--- config.mk ---
export PLATFORM = sky130hd
export DESIGN_NAME = utf16_to_utf8_encoder
export DESIGN_NICKNAME = d
export VERILOG_FILES = /design/src/rtl/utfenc_pkg.sv /design/src/rtl/utfenc_queue.sv /design/src/rtl/utfenc_front.sv /design/src/rtl/utfenc_back.sv /design/src/rtl/utf16_to_utf8_encoder.sv
export SDC_FILE = /design/constraint.sdc
export NUM_CORES = 1
export LEC_CHECK = 0
export ABC_CLOCK_PERIOD_IN_PS = 3800
export BUFFER_PORTS_ARGS = -buffer_cell sky130_fd_sc_hd__buf_2
export CAP_MARGIN = 20
export CORE_MARGIN = 2
export CORE_UTILIZATION = 30
export DETAILED_ROUTE_END_ITERATION = 8
export PLACE_DENSITY = 0.49
export RECOVER_POWER = 25
export SYNTH_ARGS = -nofsm -noshare
export SYNTH_HDL_FRONTEND = slang
export SYNTH_SLANG_ARGS = --single-unit
--- constraint.sdc ---
create_clock -name i_clk -period 3.8 [get_ports i_clk]
set_input_delay 0.38 -clock i_clk [delete_from_list [all_inputs] [get_ports i_clk]]
set_output_delay 0.38 -clock i_clk [all_outputs]
set_load 0.03 [all_outputs]
--- src/rtl/utfenc_pkg.sv ---
// types and constants of the utf-16 to utf-8 encoder
`default_nettype none

package utfenc_pkg;

    // most bytes one code unit can cause: four for a pair plus the terminator
    localparam int MAX_BYTES   = 5;
    localparam int COUNT_W     = $clog2(MAX_BYTES + 1);
    localparam int IDX_W       = $clog2(MAX_BYTES);
    localparam int QUEUE_DEPTH = 2;

    localparam logic [15:0] ONE_BYTE_LIMIT = 16'h0080;
    localparam logic [15:0] TWO_BYTE_LIMIT = 16'h0800;
    localparam logic [15:0] HIGH_SURR_LO   = 16'hD800;
    localparam logic [15:0] HIGH_SURR_HI   = 16'hDBFF;

    // 0x10000 - 0xdc00, the fixed part of the pair code point
    localparam logic [20:0] PAIR_BIAS = 21'h10000 - 21'h0DC00;

    localparam logic [7:0] LEAD2 = 8'hC0;
    localparam logic [7:0] LEAD3 = 8'hE0;
    localparam logic [7:0] LEAD4 = 8'hF0;
    localparam logic [7:0] CONT  = 8'h80;

    typedef struct packed {
        logic [15:0] code_unit;
        logic        final_unit;
    } t_in_item;

    typedef struct packed {
        logic [7:0] out_byte;
        logic       last_of_run;
    } t_out_item;

    // all bytes one code unit causes, first byte in slot 0
    typedef struct packed {
        logic [MAX_BYTES-1:0][7:0] bytes;
        logic [COUNT_W-1:0]        count;
    } t_job;

endpackage

`default_nettype wire

--- src/rtl/utfenc_queue.sv ---
// small register queue of byte jobs between the front and back parts
`default_nettype none

module utfenc_queue #(
    parameter int DEPTH = utfenc_pkg::QUEUE_DEPTH
) (
    input  wire logic             i_clk,
    input  wire logic             i_rst_n,
    input  wire logic             i_push,
    input  utfenc_pkg::t_job      i_data,
    output logic                  o_full,
    output logic                  o_valid,
    output utfenc_pkg::t_job      o_data,
    input  wire logic             i_pop
);

    localparam int PTR_W = $clog2(DEPTH);
    localparam int CNT_W = $clog2(DEPTH + 1);

    utfenc_pkg::t_job r_mem [DEPTH];
    logic [PTR_W-1:0] r_wr_ptr, n_wr_ptr;
    logic [PTR_W-1:0] r_rd_ptr, n_rd_ptr;
    logic [CNT_W-1:0] r_count,  n_count;

    assign o_full  = (r_count == CNT_W'(DEPTH));
    assign o_valid = (r_count != '0);
    assign o_data  = r_mem[r_rd_ptr];

    always_comb begin
        n_wr_ptr = r_wr_ptr;
        n_rd_ptr = r_rd_ptr;
        n_count  = r_count;
        if (i_push) begin
            n_wr_ptr = (r_wr_ptr == PTR_W'(DEPTH - 1)) ? '0 : r_wr_ptr + 1'b1;
        end
        if (i_pop) begin
            n_rd_ptr = (r_rd_ptr == PTR_W'(DEPTH - 1)) ? '0 : r_rd_ptr + 1'b1;
        end
        unique case ({i_push, i_pop})
            2'b10:   n_count = r_count + 1'b1;
            2'b01:   n_count = r_count - 1'b1;
            default: n_count = r_count;
        endcase
    end

    always_ff @(posedge i_clk) begin
        if (!i_rst_n) begin
            r_wr_ptr <= '0;
            r_rd_ptr <= '0;
            r_count  <= '0;
        end else begin
            r_wr_ptr <= n_wr_ptr;
            r_rd_ptr <= n_rd_ptr;
            r_count  <= n_count;
        end
    end

    always_ff @(posedge i_clk) begin
        if (i_push) begin
            r_mem[r_wr_ptr] <= i_data;
        end
    end

endmodule

`default_nettype wire

--- src/rtl/utfenc_front.sv ---
// front part: accepts code units, pairs surrogates and builds byte jobs
`default_nettype none

module utfenc_front (
    input  wire logic             i_clk,
    input  wire logic             i_rst_n,
    input  wire logic             i_in_valid,
    input  utfenc_pkg::t_in_item  i_in_data,
    output logic                  o_in_stall,
    output logic                  o_push,
    output utfenc_pkg::t_job      o_job,
    input  wire logic             i_full
);

    logic        r_pending;
    logic [9:0]  r_held;
    logic [15:0] unit;
    logic        fin;
    logic        is_high;
    logic        accept;
    logic [20:0] cp;
    utfenc_pkg::t_job job;

    assign unit    = i_in_data.code_unit;
    assign fin     = i_in_data.final_unit;
    assign is_high = (unit >= utfenc_pkg::HIGH_SURR_LO) && (unit <= utfenc_pkg::HIGH_SURR_HI);
    assign accept  = i_in_valid && !i_full;

    // low ten bits of the high surrogate are all that the pair needs
    assign cp = {1'b0, r_held, 10'b0} + utfenc_pkg::PAIR_BIAS + {5'b0, unit};

    always_comb begin
        job = '0;
        priority if (r_pending) begin
            job.bytes[0] = utfenc_pkg::LEAD4 | {5'b0, cp[20:18]};
            job.bytes[1] = utfenc_pkg::CONT  | {2'b0, cp[17:12]};
            job.bytes[2] = utfenc_pkg::CONT  | {2'b0, cp[11:6]};
            job.bytes[3] = utfenc_pkg::CONT  | {2'b0, cp[5:0]};
            job.count    = utfenc_pkg::COUNT_W'(4);
        end else if (unit < utfenc_pkg::ONE_BYTE_LIMIT) begin
            job.bytes[0] = unit[7:0];
            job.count    = utfenc_pkg::COUNT_W'(1);
        end else if (unit < utfenc_pkg::TWO_BYTE_LIMIT) begin
            job.bytes[0] = utfenc_pkg::LEAD2 | {3'b0, unit[10:6]};
            job.bytes[1] = utfenc_pkg::CONT  | {2'b0, unit[5:0]};
            job.count    = utfenc_pkg::COUNT_W'(2);
        end else if (!is_high) begin
            job.bytes[0] = utfenc_pkg::LEAD3 | {4'b0, unit[15:12]};
            job.bytes[1] = utfenc_pkg::CONT  | {2'b0, unit[11:6]};
            job.bytes[2] = utfenc_pkg::CONT  | {2'b0, unit[5:0]};
            job.count    = utfenc_pkg::COUNT_W'(3);
        end else begin
            job.count    = '0;
        end
        // terminator slot is already zero
        if (fin) begin
            job.count = job.count + 1'b1;
        end
    end

    assign o_in_stall = i_full;
    assign o_push     = accept && (job.count != '0);
    assign o_job      = job;

    always_ff @(posedge i_clk) begin
        if (!i_rst_n) begin
            r_pending <= 1'b0;
        end else if (accept) begin
            r_pending <= !r_pending && is_high && !fin;
        end
    end

    always_ff @(posedge i_clk) begin
        if (accept && !r_pending && is_high) begin
            r_held <= unit[9:0];
        end
    end

endmodule

`default_nettype wire

--- src/rtl/utfenc_back.sv ---
// back part: walks the head job and sends one byte per cycle while a job waits and the output is not stalled
`default_nettype none

module utfenc_back (
    input  wire logic             i_clk,
    input  wire logic             i_rst_n,
    input  wire logic             i_valid,
    input  utfenc_pkg::t_job      i_job,
    output logic                  o_pop,
    output logic                  o_out_valid,
    output utfenc_pkg::t_out_item o_out_data,
    input  wire logic             i_out_stall
);

    logic                         r_out_valid;
    utfenc_pkg::t_out_item        r_out_data;
    logic [utfenc_pkg::IDX_W-1:0] r_idx;
    logic                         advance;
    logic                         last;

    assign advance = !r_out_valid || !i_out_stall;
    assign last    = (utfenc_pkg::COUNT_W'(r_idx) == i_job.count - 1'b1);
    assign o_pop   = advance && i_valid && last;

    always_ff @(posedge i_clk) begin
        if (!i_rst_n) begin
            r_out_valid <= 1'b0;
            r_idx       <= '0;
        end else if (advance) begin
            r_out_valid <= i_valid;
            if (i_valid) begin
                r_idx <= last ? '0 : r_idx + 1'b1;
            end
        end
    end

    always_ff @(posedge i_clk) begin
        if (advance && i_valid) begin
            r_out_data.out_byte    <= i_job.bytes[r_idx];
            r_out_data.last_of_run <= last;
        end
    end

    assign o_out_valid = r_out_valid;
    assign o_out_data  = r_out_data;

endmodule

`default_nettype wire

--- src/rtl/utf16_to_utf8_encoder.sv ---
// utf-16 to utf-8 encoder: jobs are queued, then sent from the output byte register
// throughput: one byte per cycle at the output while a job waits and the output is not
//   stalled, from the single output byte register; a held high surrogate yields no byte
// input side takes a new unit every cycle while the job queue has room
// reset is synchronous, active low: clears the held surrogate, the queue and output valid
`default_nettype none

module utf16_to_utf8_encoder #(
    parameter int QUEUE_DEPTH = utfenc_pkg::QUEUE_DEPTH
) (
    input  wire logic             i_clk,
    input  wire logic             i_rst_n,
    // input transaction: one utf-16 code unit
    input  wire logic             i_in_valid,
    input  utfenc_pkg::t_in_item  i_in_data,
    output logic                  o_in_stall,
    // output transaction: one utf-8 byte
    output logic                  o_out_valid,
    output utfenc_pkg::t_out_item o_out_data,
    input  wire logic             i_out_stall
);

    // front to queue
    logic             push;
    utfenc_pkg::t_job push_job;
    logic             full;

    // queue to back
    logic             head_valid;
    utfenc_pkg::t_job head_job;
    logic             pop;

    // front: classifies the unit, pairs surrogates, and builds the whole
    // byte list (with the terminator on a final unit) combinationally
    utfenc_front u_front (
        .i_clk      (i_clk),
        .i_rst_n    (i_rst_n),
        .i_in_valid (i_in_valid),
        .i_in_data  (i_in_data),
        .o_in_stall (o_in_stall),
        .o_push     (push),
        .o_job      (push_job),
        .i_full     (full)
    );

    // jobs wait here so the front keeps taking units while bytes drain
    utfenc_queue #(
        .DEPTH (QUEUE_DEPTH)
    ) u_queue (
        .i_clk   (i_clk),
        .i_rst_n (i_rst_n),
        .i_push  (push),
        .i_data  (push_job),
        .o_full  (full),
        .o_valid (head_valid),
        .o_data  (head_job),
        .i_pop   (pop)
    );

    // back: serializes the head job into the output register, marking the
    // last byte, and pops the job on that byte
    utfenc_back u_back (
        .i_clk       (i_clk),
        .i_rst_n     (i_rst_n),
        .i_valid     (head_valid),
        .i_job       (head_job),
        .o_pop       (pop),
        .o_out_valid (o_out_valid),
        .o_out_data  (o_out_data),
        .i_out_stall (i_out_stall)
    );

endmodule

`default_nettype wire

# ---- Word-level counts from Yosys, hierarchy flattened
# Memories as Yosys holds them, arrays and structs flattened. A register that Yosys moved wholly into a read port is not among the register bits.
# Cells that the tools add are included.
dict set report word_totals {
  input_bits 21
  out_inout_bits 11
  ff_bits 28
  wordCells 66
  memories 1
  ram_bits 70
}
# memory words word_bits rd rd_clocked_by_memory_dff wr line_no
set mem_list {}
lappend mem_list {u_queue.r_mem 2 35 1 1 1 utfenc_queue.sv:20} ;# utfenc_pkg::t_job r_mem [DEPTH];
dict set report classes {
  eq_ne 4
  add_sub_neg 9
  reduce_logical 19
  magnitude_cmp 5
  mux 19
}
# op n
set op_table {}
lappend op_table {{$mux 27} 1}
lappend op_table {{$bmux 8 s3} 1}
lappend op_table {{$mux 24} 1}
lappend op_table {{$mux 8} 3}
lappend op_table {{$add 20x14->21 const B} 1}
lappend op_table {{$add 21x16->21} 1}
lappend op_table {{$mux 19} 1}
lappend op_table {{$ge 16x16->1 const B} 1}
lappend op_table {{$le 16x16->1 const B} 1}
lappend op_table {{$lt 16x12->1 const B} 1}
lappend op_table {{$lt 16x8->1 const B} 1}
lappend op_table {{$mux 16} 1}
lappend op_table {{$mux 11} 1}
lappend op_table {{$logic_and 1x1->1} 9}
lappend op_table {{$add 3x1->3 const B} 2}
lappend op_table {{$mux 1} 6}
lappend op_table {{$mux 3} 2}
lappend op_table {{$logic_not 1->1} 5}
lappend op_table {{$eq 2x2->1 const B} 2}
lappend op_table {{$lt 3x4->1 const B} 1}
lappend op_table {{$pmux 2 s2} 1}
lappend op_table {{$reduce_bool 2->1} 2}
lappend op_table {{$eq 3x3->1} 1}
lappend op_table {{$reduce_bool 3->1} 1}
lappend op_table {{8 further kinds} 9}

# ---- Longest topological paths before layout
dict set report depth {
  depth_word 12
  ltp_mapped 13
  mapped_depth_nobuf 12
}

# ---- Hierarchy
# From an unflattened synthesis, not the netlist that was laid out.
dict set report hier_totals {
  hier_cells 399
  area_unflattened_um2 5631.7
}
# module instances seq_area_each_um2 area_each_um2 cells_each
set by_module_without_submodules {}
lappend by_module_without_submodules {utfenc_queue 1 2682.6 3310.7 156}
lappend by_module_without_submodules {utfenc_front 1 320.3 1458.9 172}
lappend by_module_without_submodules {utfenc_back 1 350.3 862.1 71}

# ---- Least setup slack after synthesis
# Ideal clock, no wire load.
dict set report synth_timing {
  path_type {input port to flip-flop}
  startpoint {input i_in_data[16] in the netlist's numbering}
  endpoint {memory u_queue.r_mem[0][0] in the netlist's numbering (enable)}
  n_path_buf 1
  stages 10
  setup_time_ns 0.421
  arrival_time_ns 3.545
  slack_ns -0.166
  required_time_ns 3.379
  cell_sequence {or4_4 o21ai_0 nand2_1 clkbuf_1 nor2_1 nor2_1 ha_1 nor3b_1 a211o_1 nor2_1}
}
dict set report synth_between {
  elab_chain_len 12
  elab_cells_between_ends 15
  cone_classes {1 x add/sub; 4 x order compare; 7 x mux; 3 x reduce/logical}
}
# item line_no
set synth_lines {}
lappend synth_lines {{from (decl)} utf16_to_utf8_encoder.sv:15} ;# input utfenc_pkg::t_in_item i_in_data,
lappend synth_lines {{$ge 16x16->1 or $le 16x16->1 (tied branches)} utfenc_front.sv:26} ;# assign is_high = (unit >= utfenc_pkg::HIGH_SURR_LO) && (unit <= utfenc_pkg::HIGH_SURR_HI);
lappend synth_lines {{$logic_and 1x1->1} utfenc_front.sv:26}
lappend synth_lines {{$mux 2} utfenc_front.sv:47} ;# end else if (!is_high) begin
lappend synth_lines {{$mux 19} utfenc_front.sv:43} ;# end else if (unit < utfenc_pkg::TWO_BYTE_LIMIT) begin
lappend synth_lines {{$mux 11 *} utfenc_front.sv:40} ;# end else if (unit < utfenc_pkg::ONE_BYTE_LIMIT) begin
lappend synth_lines {{$mux 27 *} utfenc_front.sv:34} ;# priority if (r_pending) begin
lappend synth_lines {{$add 3x1->3} utfenc_front.sv:57} ;# job.count = job.count + 1'b1;
lappend synth_lines {{$mux 3 *} utfenc_front.sv:56} ;# if (fin) begin
lappend synth_lines {{$reduce_bool 3->1 *} utfenc_front.sv:62} ;# assign o_push = accept && (job.count != '0);
lappend synth_lines {{$logic_and 1x1->1 *} utfenc_front.sv:62}
lappend synth_lines {{$mux 1 *} utfenc_queue.sv:59} ;# if (i_push) begin
lappend synth_lines {{$mux 1 (implied by the code) *} utfenc_queue.sv:60} ;# r_mem[r_wr_ptr] <= i_data;
lappend synth_lines {{to (decl)} utfenc_queue.sv:20}
# Every way passes the cells marked *; elsewhere a longest branch is shown, timed or not.

# ---- Worst setup path in the final report
dict set report layout_timing {
  startpoint {register u_front.r_pending}
  endpoint {register u_queue.r_count[1]}
}
dict set report layout_between {
  elab_chain_len 7
  elab_cells_between_ends 9
  cone_classes {1 x add/sub; 2 x eq/ne; 3 x mux; 3 x reduce/logical}
}
# item line_no
set layout_lines {}
lappend layout_lines {{from (decl)} utfenc_front.sv:15} ;# logic r_pending;
lappend layout_lines {{from (signal assigned)} utfenc_front.sv:69} ;# r_pending <= !r_pending && is_high && !fin;
lappend layout_lines {{$mux 27 *} utfenc_front.sv:34}
lappend layout_lines {{$add 3x1->3} utfenc_front.sv:57}
lappend layout_lines {{$mux 3 *} utfenc_front.sv:56}
lappend layout_lines {{$reduce_bool 3->1 *} utfenc_front.sv:62}
lappend layout_lines {{$logic_and 1x1->1 *} utfenc_front.sv:62}
lappend layout_lines {{$eq 2x1->1 or $eq 2x2->1 (tied branches)} utfenc_queue.sv:39} ;# unique case ({i_push, i_pop})
lappend layout_lines {{$pmux 2 s2 or $reduce_bool 2->1 (tied branches)} --}
lappend layout_lines {{to (signal assigned)} utfenc_queue.sv:54} ;# r_count <= n_count;
lappend layout_lines {{to (decl)} utfenc_queue.sv:23} ;# logic [CNT_W-1:0] r_count, n_count;
# Marked as above.
# A chain may end at the register's enable or synchronous reset.

==> results.toml <==
[logic_synthesis]
syn_area_um2 = 4444
yosysWarningCount = 0
synthArstFlopShare_pct = 0
synth_ff_type = "edfxtp_1"
synth_edf_count = 83
ys_seq_elements = 93
seq_area_frac_synth_pct = 60.59
postSynthCellCount = 332
synth_nets = 370
yosysUniqueCellTypes = 45
avgSynthCellArea_um2 = 13.39

[cells_and_area]
final_cell_mix = "edfxtp_1 (83), nand2_1 (32), o21ai_0 (22), clkbuf_1 (22), nor2_1 (20)"
fin_util_pct = 35.26
drive_above_1_share_pct = 15.01
area_delta_synth_final_pct = 14.86
layout_commonest_cell = "edfxtp_1"
diodes = 0
final_nets = 406

[setup_path]
slowest_delay_ns = 0.96
cp-start-kind = "register"
slowest_stage = "clkbuf_1"
critPathKind = "register to register"
path_max_fanout = 33
crit_required_ns = 4.08
arrival_ns = 3.37
rr_startpoint = "u_front.r_pending$_SDFFE_PN0P_"
cp-startpoint = "u_front.r_pending$_SDFFE_PN0P_"
cp-end-kind = "register"
crit_chain = "clkbuf_1 -> nor3_1 -> a211o_1 -> ha_1 -> or3_1 -> a21boi_0"

[drt]
first_pass_iters = 4
wl_per_cell_um = 16.63
drc = 0
ant_nets = 0
dr_total_vias = 2701
vias_per_cell = 4.849
routed_wl_um = 9263
initialDrtViolationCount = 199

[die]
dieArea_um2 = 15800
core-area_um2 = 14480
die_w_um = 125.7
start_util_pct = 30.69
die_h_um = 125.7
rows = 44
ioPinCount = 32

[clock_network]
cts.clk_slew.worst_paths_ns = 0.07
cts_tree = "built"
cts_sinks = 93
hold_buffers = 0
htreeDepth = 3
post_cts_resized = 0
cts_buffers = 9
clockBufferDepth = 2
cts_root_buf = "clkbuf_16"
cts_setup_buffers = 0
clk_latency_ns = 0.35

[power_and_ir_drop]
cellLeakagePower_nw = 1.708
p_per_area_nw_per_um2 = 565.0
ir_worst_vdd_mv = 0.1815

[timing]
finalHoldViolations = 0
rsz0062_at_grt = "false"
period_needed_ns = 3.089
tns_ns = 0
setup_violations = 0
fin_worst_skew_ns = 0.009336
period_share_pct = 81.28
tightest_slew_ns = 1.233
fmax_mhz = 323.8
relSlewSlack_pct = 17.81
report.final.slew_viol_count = 0

[placed_design]
dpl.hpwl_um = 6664
globalplace.congestion = 0.8112
numPortBuffers = 31

[grt]
met1_usage_pct = 17.90
busiest_layer = "met1"
gr-total-overflow = 0
grt_max_degree = 34
grt.met3_usage_pct = 3.229
grt_first_pass_wirelength_um = 14840
grt_util_met2_pct = 17.65
grt_usage_pct = 12.44
antenna_found_initial = 0
grt_pass1_vias = 2683

[outcome]
outcome = "finished, final reports clean"

[min_path]
hp-class = "input pin to register"
hold_start = "i_out_stall"

[job]
cap_violations = 0
-- metal layers --
layer	routed length, um	vias up
li1	-	1321
met1	4472	1301
met2	4100	65
met3	450	14
met4	240	0
met5	0	-
-- worst paths after layout --
path,end,slack (ns),depth (start not counted)
worst max-delay path,u_queue.r_count[1]$_SDFFE_PN0P_,0.71,6
worst min-delay path,u_back.o_out_valid$_SDFFE_PN0P_,0.33,3
worst max register to register,u_queue.r_count[1]$_SDFFE_PN0P_,0.71,6
worst min register to register,register,0.48,2
-- cell families after synthesis --
logic type	count (synthesis)	share of synthesized area (%)
fa+ha+maj	17	4.955
flops	93	60.59
mux	29	10.47
compound gates	60	8.221
simple gates	92	10.45
buf+inv	26	2.365
xor+xnor	15	2.956
-- per-stage QoR --
stage	hold WS, ns	instance area [um^2]	cells	power [mW]	setup WS (ns)
finish	0.3288	5105	557	2.884	0.7115
global route	0.3467	5105	557	3.029	0.3946
CTS	0.2691	5137	557	2.944	0.7538
floorplan	0.4237	4444	332	1.840	-0.1656
detailed placement	0.4755	4838	541	2.042	0.5644
global placement	0.4607	4838	541	2.039	0.6468
-- registers in the layout, summed over array words and instances (netlist names), named ones only --
| name | cells |
|---|---|
| u_queue.r_mem | 64 |
| u_queue.r_rd_ptr | 1 |
| u_back.o_out_valid | 1 |
| u_queue.r_count | 2 |
| u_back.r_idx | 3 |
| u_queue.r_wr_ptr | 1 |
| u_back.o_out_data | 9 |
| u_front.r_held | 10 |
| u_front.r_pending | 1 |
-- cell usage after synthesis, drive strengths merged, types with 2 or more instances --
master  instances  share of area, %
inv            11              0.93
xor2            7               1.4
o21ai          22               2.5
a21o            3              0.51
o31ai           2              0.34
xnor2           8               1.6
nand3           3              0.34
nand2b          5              0.70
buf             6              0.68
ha             16               4.5
a21boi          2              0.34
a22oi           2              0.34
edfxtp         83                56
nor2           22               1.9
dfxtp          10               4.5
nor4            2              0.42
nor3            7               1.2
a21oi          14               1.6
and2            8               1.1
clkbuf          9              0.76
a221oi          3              0.59
a211oi          4              0.68
nor3b           3              0.51
o21bai          3              0.51
mux4           14               7.1
nand2          32               2.7
mux2i          15               3.4
or3             4              0.56
-- worst max-delay path: cells and delay by family, from the launching register on --
kind | cells | cell delay [ns]
buf+inv | 1 | 0.96
compound gates | 2 | 0.51
fa+ha+maj | 1 | 0.36
flops | 1 | 0.68
simple gates | 2 | 0.50
-- area by class of cell --
type / count / area, um^2
flip-flops and latches: 93 / 2693
fillers: 1397 / 9374
clock inverters: 7 / 73.82
well taps: 184 / 230.2
clock buffers: 9 / 225.2
repair buffers: 40 / 190.2
multi-input cells: 213 / 1652
inverters: 11 / 41.29
-- power breakdown --
group / switching (mW) / leakage [nW] / total, mW / internal [mW]
clock: 0.388 / 0.146 / 0.900 / 0.512
combinational: 0.405 / 0.727 / 0.636 / 0.230
sequential: 0.0467 / 0.836 / 1.35 / 1.30
No activity file was read; power rests on OpenSTA's default activity.
